$ cat config.mk
export PLATFORM = sky130hd
export DESIGN_NAME = lcpv_mul
export DESIGN_NICKNAME = d
export VERILOG_FILES = /design/src/rtl/lcpv_mul.sv
export SDC_FILE = /design/constraint.sdc
export NUM_CORES = 2
export LEC_CHECK = 0
export BUFFER_PORTS_ARGS = -buffer_cell sky130_fd_sc_hd__buf_2
export CORE_UTILIZATION = 57
export CTS_BUF_LIST = sky130_fd_sc_hd__clkbuf_16
export CTS_CLUSTER_DIAMETER = 80
export DETAILED_ROUTE_END_ITERATION = 10
export PLACE_DENSITY = 0.74
export SLEW_MARGIN = 25
export SYNTH_ARGS = -nofsm -noshare
export SYNTH_HDL_FRONTEND = slang
export SYNTH_SLANG_ARGS = --single-unit
$ cat constraint.sdc
create_clock -name clk_i -period 9.6 [get_ports clk_i]
set_clock_uncertainty 0.15 [all_clocks]
set_input_delay 1.92 -clock clk_i [delete_from_list [all_inputs] [get_ports clk_i]]
set_output_delay 1.92 -clock clk_i [all_outputs]
set_load 0.01 [all_outputs]
$ cat src/rtl/lcpv_mul.sv
`timescale 1ns / 1ps
// ----------------------------------------------------------------------------
// lcpv_mul
// Shared 32x32 unsigned multiplier with registered product.
// ----------------------------------------------------------------------------
module lcpv_mul (
  input  logic        clk_i,
  input  logic [31:0] a_i,
  input  logic [31:0] b_i,
  output logic [63:0] prod_o
);

  logic [63:0] prod_q;

  always_ff @(posedge clk_i) begin
    prod_q <= 64'(a_i) * 64'(b_i);
  end

  assign prod_o = prod_q;

endmodule
==> results.md <==
- Status: finished, final reports clean
- Fmax achieved: ~110 MHz
- Worst stage delay on the critical path: 0.56 ns
- DP Wirelength: around 75 mm
- Post-CTS sizing: 0
- Drt initial violations: 1,376
- H-tree depth: 3
- Final WL: between 80 and 90 mm
- Die H: about 250 um
- Fillers: 5,147
- Multi-input gate area in the final layout: roughly 30,000 um^2
- Final min period: 9.219 ns
- Area Overhead vs Synth: 5.138%
- Ys async rst share: 0%
- Initial core utilization: 57.56%
- Number of synthesized register bits: 64
- Post-DRT Antenna Nets: 0
- Die X: 248.6 um
- Worst Max-Slew Pin Slew: between 0.7 and 0.8 ns
- Count of cell types in the netlist: 57
- Cts hold-fix bufs: 0
- DR vias: between 20,000 and 25,000
- Unrepaired setup endpoints after global routing: no
- Register Area: approximately 1300 um^2
- Vias in the first global route: approximately 28,000
- First-pass GRT wire length: between 100 and 150 mm
- Sequential fraction of the synthesis area: between 3 and 4%
- Max reg flops: between 60 and 70
- Largest cells by area after synthesis: fa_1, and2_1, ha_1
- Largest net degree at the start of global routing: 33
- Cell mode on critical path: fa_1
- Post-synth EDFFs: 0
- Mapped cell area: 34,680 um^2
- Cells along the critical path: buf_2, and2_1, fa_1, fa_1, inv_1, fa_1, fa_1, inv_1, fa_1, fa_1, fa_1, fa_1, ha_1, nand4_1, or4_1, or3_1, a31oi_1, a31o_2, a211oi_1, o21ai_1, xor2_1
- Initial DRT Pass Iterations: 5
- Proportion of layout cells with a drive suffix above 1: around 6.6%
- Critical path type: input port to register
- Largest area contributor in the netlist: fa_1
- Nets: roughly 5,000
- Top FF cell, synth: dfxtp_1
- Io pins: between 100 and 150
- Worst EP arrival: 9.33 ns
- Critical Path Source Type: input port
- CP max-delay cell: or4_1
- GRT Overall Usage: around 30%
- Syn Nets: roughly 5,000
- Sink Count: 64
- Initial antenna violation count: 2
- Setup violators final: 0
- Root Buffer: clkbuf_16
- Routed len/inst: 19.31 um
- Via density: 5.494
- Worst Hold Class: input port to register
- Placer Congestion: about 0.92
- Slew headroom: between 50% and 60%
- TritonCTS Buffers: 9
- Crit Path Max Fanout: 32
- Worst-path clk slew: 0.05 ns
- Die ar.: around 62,000 um^2
- Quantity of I/O buffers inserted on ports: between 100 and 150
- Grt ovf: 0
- Slew Limit Fails: 0
- Hold Fails Final Rpt: 0
- Setup Buffers After CTS: 0
- Rows: 90
- TritonCTS clock tree: done
- Total core area: roughly 60,000 um^2
- Setup TNS: 0 ns
- Required @ worst endpoint: just under 10 ns
- Yosys Warn Count: 0
- Final period util: between 90% and 100%
- # DRC: 0
- Synth Area per Inst: between 9 and 10 um^2
- Post-synth top area share: between 50% and 60%
- Total of max-cap violations: 0
- Crit end category: register
- Post-Synthesis Cells: 3,748
- Max Buffers Root-to-Sink: 2
worst max-delay path: cells and delay by family:
family	cells	cell delay [ns]
buffers and inverters	3	0.62
adders and majority gates	9	4.21
xor gates and xnor gates	1	0.15
AOI/OAI and AO/OA	4	1.08
and+or+nand+nor	4	1.30
cells in the final DEF (no fill, tap or decap), types with 3 or more instances in the layout:
cell,count
a211oi_1,3
a21boi_1,3
a21o_1,40
a21oi_1,63
a21oi_2,3
a221o_1,4
a221oi_4,3
a31oi_1,12
and2_1,602
and3_1,14
and4_1,3
buf_2,128
buf_4,92
clkbuf_16,9
dfxtp_1,64
fa_1,896
ha_1,263
inv_1,867
nand2_1,480
nand3_1,10
nand4_1,23
nor2_1,20
nor3_1,7
o21a_1,9
o21ai_0,21
o21ai_1,5
o21bai_1,10
o221ai_1,3
o31ai_4,3
or2_2,3
or3_1,3
or4_1,3
xnor2_1,35
xor2_1,25
per-stage QoR:
step	cell area, um^2	hold WS, ns	util, %	cells	setup WS [ns]
finish	36460	2.087	60.52	4546	0.3810
global route	36460	2.066	60.52	4546	0.1210
CTS	36460	2.090	60.51	4545	0.4564
detailed placement	36150	2.161	60.01	4530	0.1089
global placement	36150	2.162	60.01	4530	0.2181
floorplan	34680	1.897	-	3748	0.7773
per-layer routing:
metal / wire (um) / up-vias / global-route usage [%]
li1: - / 10860 / -
met1: 31380 / 12970 / 34.72
met2: 47040 / 873 / 55.00
met3: 4178 / 274 / 2.575
met4: 5192 / 2 / 15.44
met5: 10 / - / 0
final timing paths:
| path | from | endpoint | cells after the start |
|---|---|---|---|
| worst max-delay path | b_i[13] | prod_o[62] | 21 |
| worst min-delay path | b_i[0] | prod_o[0] | 2 |
kinds of logic after synthesis:
group	count (synthesis)	share of synthesized area, %
AO/OA/AOI/OAI	202	4.153
XOR/XNOR	60	1.515
multiplexers	1	0.02887
flip-flops	64	3.695
buffers and inverters	1085	11.77
AND/OR/NAND/NOR	1177	17.62
adder cells (fa/ha/maj)	1159	61.22
cells in the mapped netlist (4+ instances only):
cell        n
a21o_1     40
a21oi_1    63
a221o_1     4
a31oi_1    12
and2_1    602
and3_1     14
buf_2       6
clkbuf_1  213
dfxtp_1    64
fa_1      896
ha_1      263
inv_1     865
nand2_1   480
nand3_1    10
nand4_1    23
nor2_1     20
nor3_1      7
o21a_1      9
o21ai_0    21
o21ai_1     5
o21bai_1   10
xnor2_1    35
xor2_1     25
cell type report:
cell class | instances | area share (%)
repair buffers | 220 | 3.652
clock inverters | 6 | 0.2128
multi-input cells | 2599 | 80.41
clock buffers | 9 | 0.6177
inverters | 865 | 8.906
diodes | 1 | 0.006864
flip-flops and latches | 64 | 3.514
well taps | 782 | 2.684
Power is left out: the tool's default activity adds up to more than one toggle a clock period on the data nets, which glitch-free logic cannot reach.
