--- src/rtl/lcpv_pkg.sv ---
`timescale 1ns / 1ps
// ----------------------------------------------------------------------------
// lcpv_pkg
// Shared constants and saturation helper for the pathwise vega estimator.
// ----------------------------------------------------------------------------
package lcpv_pkg;

  localparam int FRAC_BITS = 16;
  localparam int MAX_PATHS = 65535;
  localparam int DivisorW  = 31;

  localparam logic [63:0] Lim48   = 64'h0000_7FFF_FFFF_FFFF;
  localparam logic [63:0] Lim32   = 64'h0000_0000_7FFF_FFFF;
  localparam logic [31:0] Ln2Q30  = 32'd744261118;

  localparam logic signed [65:0] Lim48S = 66'sh7FFF_FFFF_FFFF;

  function automatic logic signed [47:0] sat48(input logic signed [65:0] v);
    logic signed [47:0] r;
    if (v > Lim48S) begin
      r = Lim48S[47:0];
    end else if (v < -Lim48S) begin
      r = -Lim48S[47:0];
    end else begin
      r = v[47:0];
    end
    return r;
  endfunction

endpackage

--- src/rtl/lcpv_div.sv ---
`timescale 1ns / 1ps
// ----------------------------------------------------------------------------
// lcpv_div
// Restoring divider, one quotient bit per cycle, unsigned operands.
// ----------------------------------------------------------------------------
module lcpv_div
  import lcpv_pkg::*;
#(
  parameter int DivW = 63
) (
  input  logic                clk_i,
  input  logic                rst_ni,
  input  logic                start_i,
  input  logic [DivW-1:0]     dividend_i,
  input  logic [DivisorW-1:0] divisor_i,
  output logic                busy_o,
  output logic [DivW-1:0]     quot_o
);

  localparam int CW = $clog2(DivW + 1);

  logic [CW-1:0]       cnt_q, cnt_d;
  logic [DivW-1:0]     quot_q, quot_d;
  logic [DivisorW-1:0] rem_q, rem_d, dvs_q, dvs_d;
  logic [DivisorW:0]   trial;

  always_comb begin
    cnt_d  = cnt_q;
    quot_d = quot_q;
    rem_d  = rem_q;
    dvs_d  = dvs_q;
    trial  = {rem_q, quot_q[DivW-1]};
    if (start_i) begin
      cnt_d  = CW'(DivW);
      quot_d = dividend_i;
      rem_d  = '0;
      dvs_d  = divisor_i;
    end else if (cnt_q != '0) begin
      cnt_d = cnt_q - 1'b1;
      if (trial >= {1'b0, dvs_q}) begin
        rem_d  = DivisorW'(trial - {1'b0, dvs_q});
        quot_d = {quot_q[DivW-2:0], 1'b1};
      end else begin
        rem_d  = trial[DivisorW-1:0];
        quot_d = {quot_q[DivW-2:0], 1'b0};
      end
    end
  end

  always_ff @(posedge clk_i or negedge rst_ni) begin
    if (!rst_ni) begin
      cnt_q <= '0;
    end else begin
      cnt_q <= cnt_d;
    end
  end

  always_ff @(posedge clk_i) begin
    quot_q <= quot_d;
    rem_q  <= rem_d;
    dvs_q  <= dvs_d;
  end

  assign busy_o = (cnt_q != '0);
  assign quot_o = quot_q;

  assert property (@(posedge clk_i) disable iff (!rst_ni)
    start_i |=> busy_o)
    else $error("divider did not start");

  assert property (@(posedge clk_i) disable iff (!rst_ni)
    (busy_o && !start_i) |=> (rem_q < dvs_q))
    else $error("partial remainder not below divisor");

  assert property (@(posedge clk_i) disable iff (!rst_ni)
    (cnt_q == CW'(1) && !start_i) |=> !busy_o)
    else $error("divider overran");

endmodule

--- config.mk ---
export PLATFORM = sky130hd
export DESIGN_NAME = lcpv_div
export DESIGN_NICKNAME = d
export VERILOG_FILES = /design/src/rtl/lcpv_pkg.sv /design/src/rtl/lcpv_div.sv
export SDC_FILE = /design/constraint.sdc
export NUM_CORES = 1
export LEC_CHECK = 0
export BUFFER_PORTS_ARGS = -buffer_cell sky130_fd_sc_hd__clkbuf_2
export CORE_MARGIN = 5
export CORE_UTILIZATION = 35
export CTS_CLUSTER_DIAMETER = 100
export DETAILED_ROUTE_END_ITERATION = 10
export PLACE_DENSITY = 0.57
export SYNTH_ARGS = -nofsm -noshare
export SYNTH_HDL_FRONTEND = slang
export SYNTH_SLANG_ARGS = --single-unit
export TNS_END_PERCENT = 1
--- constraint.sdc ---
create_clock -name clk_i -period 4.5 [get_ports clk_i]
set_input_delay 0.675 -clock clk_i [delete_from_list [all_inputs] [get_ports clk_i]]
set_output_delay 0.675 -clock clk_i [all_outputs]
set_load 0.02 [all_outputs]
==> results.toml <==
[routing]
initialDrtViolationCount = 273
num_vias = 5393
wirelength_um = 17700
avgRoutedWirePerCell_um = 16.4
viasPerCell = 5.00
drtAntennaViolNets = 0
firstDrtPassIters = 5
drc = 0

[cells_and_area]
layout-drive-gt1-share = 0.350
final_nets = 925
stdcell_area_sq_um = 8850
areaGrowthSynthToFinish_pct = 23.2
antenna_cells = 0
finalNonFillerCells = 1078

[run_status]
status = "complete, no violations"

[synth]
yosys.area.top_type = "edfxtp_1"
yosys-top-cells-count = "edfxtp_1, mux2_2, nor2_1, inv_1, a21oi_1"
syn_nets = 771
synth_flop_cell = "edfxtp_1"
synth_top_area_frac = 0.393
synth_edf_count = 94
synth_cell_types = 72
synth_area_leaders = "edfxtp_1, mux2_2, dfxtp_1"
synthCells = 641
synth-seq-cells = 131
synth_area_sq_um = 7180
synth_seq_area_share = 0.501
yosysWarnings = 0
ys_async_sr_fraction = 0.0458
syn_area_per_cell_sq_um = 11.2
yosysMostFrequentCell = "edfxtp_1"

[global_routing]
grt_max_degree = 133
antenna_found_initial = 0
grt_pass1_wl_um = 29100
gr-total-overflow = 0
grt_use_total = 0.151
grt_pass1_vias = 5565

[clock_network]
root_buffer = "clkbuf_16"
clk_latency_ps = 420
clock_sink_count = 131
clockBufferDepth = 2
post_cts_buffers = 0
htreeDepth = 4
clkTransAtPathRegs_ps = 60
cts_tree = "done"
cts_buffers = 17
cts_resized = 0
ctsHoldBuffers = 0

[die]
rows = 52
io-pin-count = 161
die-area_sq_um = 23500
start_util = 0.355
core_area_sq_um = 20200
die_x_um = 153
dieHeight_um = 153

[sta]
slew_viol_final = 0
setup-tns-final_ps = 0
max_freq_mhz = 301
period_share = 0.739
period_minus_slack_ps = 3320
holdWs_ps = 73.9
tightest_slew_ps = 710
hold_viol = 0
rsz0062_at_grt = "no"
worst_slack_ps = 1180
final-setup-viol-count = 0
fin_skew_ps = 11.0
slew_headroom = 0.527

[placement]
dp.cells = 1046
gp_congestion = 0.791
port_buffers = 160
place_area_sq_um = 8250
place_hpwl_um = 12700
dp_slack_ps = 1180

[worst_setup_path]
cp-start-kind = "flip-flop"
crit_type = "flip-flop to flip-flop"
critPathMaxFanout = 34
cp.required_ps = 4820
crit_arrival_ps = 3650
end_kind = "flip-flop"

[power_and_ir_drop]
powerDensity_nw_per_um2 = 367
ir_drop_mv = 0.253
leakage_nw = 3.85

[hold_path]
hold_path.class = "primary input to async pin"

[job]
cap_violations = 0
state kept, by name, indices dropped and copies added, names as in the netlist:
signal / cells
quot_o: 63
dvs_q: 31
rem_q: 31
cnt_q: 6
through the flow:
stage	power (mW)	utilization
after detailed placement	1.86	0.408
after CTS	3.29	0.437
final	3.25	0.437
after global routing	3.39	0.437
after floorplan	1.71	-
after global placement	1.86	0.408
placed cells by master, fill, tap and decap left out, types with 3 or more instances in the layout:
| cell type | instances |
|---|---|
| a211o_1 | 3 |
| a211oi_1 | 32 |
| a211oi_2 | 3 |
| a21o_1 | 12 |
| a21oi_1 | 40 |
| a31oi_1 | 3 |
| and3_1 | 3 |
| buf_4 | 4 |
| clkbuf_16 | 17 |
| clkbuf_2 | 159 |
| dfrtp_1 | 6 |
| dfxtp_1 | 31 |
| edfxtp_1 | 94 |
| ha_1 | 32 |
| inv_1 | 44 |
| inv_6 | 5 |
| inv_8 | 3 |
| mux2_2 | 62 |
| mux2i_1 | 10 |
| nand2_1 | 26 |
| nand2b_1 | 6 |
| nand3_1 | 11 |
| nand4_1 | 6 |
| nor2_1 | 61 |
| nor2b_1 | 4 |
| nor3_1 | 23 |
| nor4_1 | 3 |
| o211ai_1 | 3 |
| o21a_1 | 5 |
| o21ai_0 | 14 |
| o21ai_1 | 3 |
| o21bai_1 | 4 |
| or3_1 | 4 |
| xnor2_1 | 11 |
| xor2_1 | 5 |
critical path, stage by stage (launching register included):
cell and delay, ps:
edfxtp_1 390, inv_1 60, ha_1 220, fa_1 370
and2b_1 280, o21bai_4 80, a31oi_2 220, nor3_2 100
o2111ai_4 340, nand2_4 290, buf_4 330, nor4b_2 230
mux2i_1 110, a211oi_1 200
layout make-up:
class                           instances  area (sq um)
Clock buffer                           18           429
Inverter                               47           176
Sequential cell                       131          3590
Fill cell                            1939         11400
Multi-Input combinational cell        433          3280
Clock inverter                         14           166
Timing Repair Buffer                  165           866
Tap cell                              270           338
power breakdown:
| part | switching (mW) | internal [mW] | leakage, nW |
|---|---|---|---|
| logic | 0.233 | 0.170 | 2.28 |
| clock network | 0.578 | 0.835 | 0.288 |
| registers | 0.0437 | 1.39 | 1.28 |
| total | 0.854 | 2.40 | 3.85 |
path summary, 6_finish.rpt:
kind / depth (start not counted) / start / slack (ps) / endpoint
hold reg to reg: 2 / rem_q[1] / 490 / rem_q[1]
min in group clk_i: 1 / divisor_i[17] / 420 / dvs_q[17]
setup reg to reg: 13 / quot_o[62] / 1180 / rem_q[27]
setup / recovery: 13 / quot_o[62] / 1180 / rem_q[27]
hold / removal: 1 / rst_ni / 70 / cnt_q[2]
max in group asynchronous: 1 / rst_ni / 4270 / cnt_q[4]
logic make-up (layout without fill, tap and decap cells):
| logic type | count (synthesis) | after routing | share of synthesized area |
|---|---|---|---|
| AND/OR/NAND/NOR | 164 | 164 | 0.113 |
| AO/OA/AOI/OAI | 147 | 147 | 0.151 |
| flip-flops | 131 | 131 | 0.501 |
| buffers and inverters | 77 | 244 | 0.0441 |
| multiplexers | 73 | 73 | 0.113 |
| adder cells (fa/ha/maj) | 33 | 33 | 0.0586 |
| XOR/XNOR | 16 | 16 | 0.0195 |
per-layer routing:
metal,wire [um],vias to the layer above,GRT usage,share of wire
li1,-,2697,-,-
met1,8070,2522,0.197,0.46
met2,7900,162,0.230,0.45
met3,1580,12,0.0659,0.089
met4,144,0,0.0382,0.0081
met5,0,-,0,0
Power figures use the tool's default switching activity.
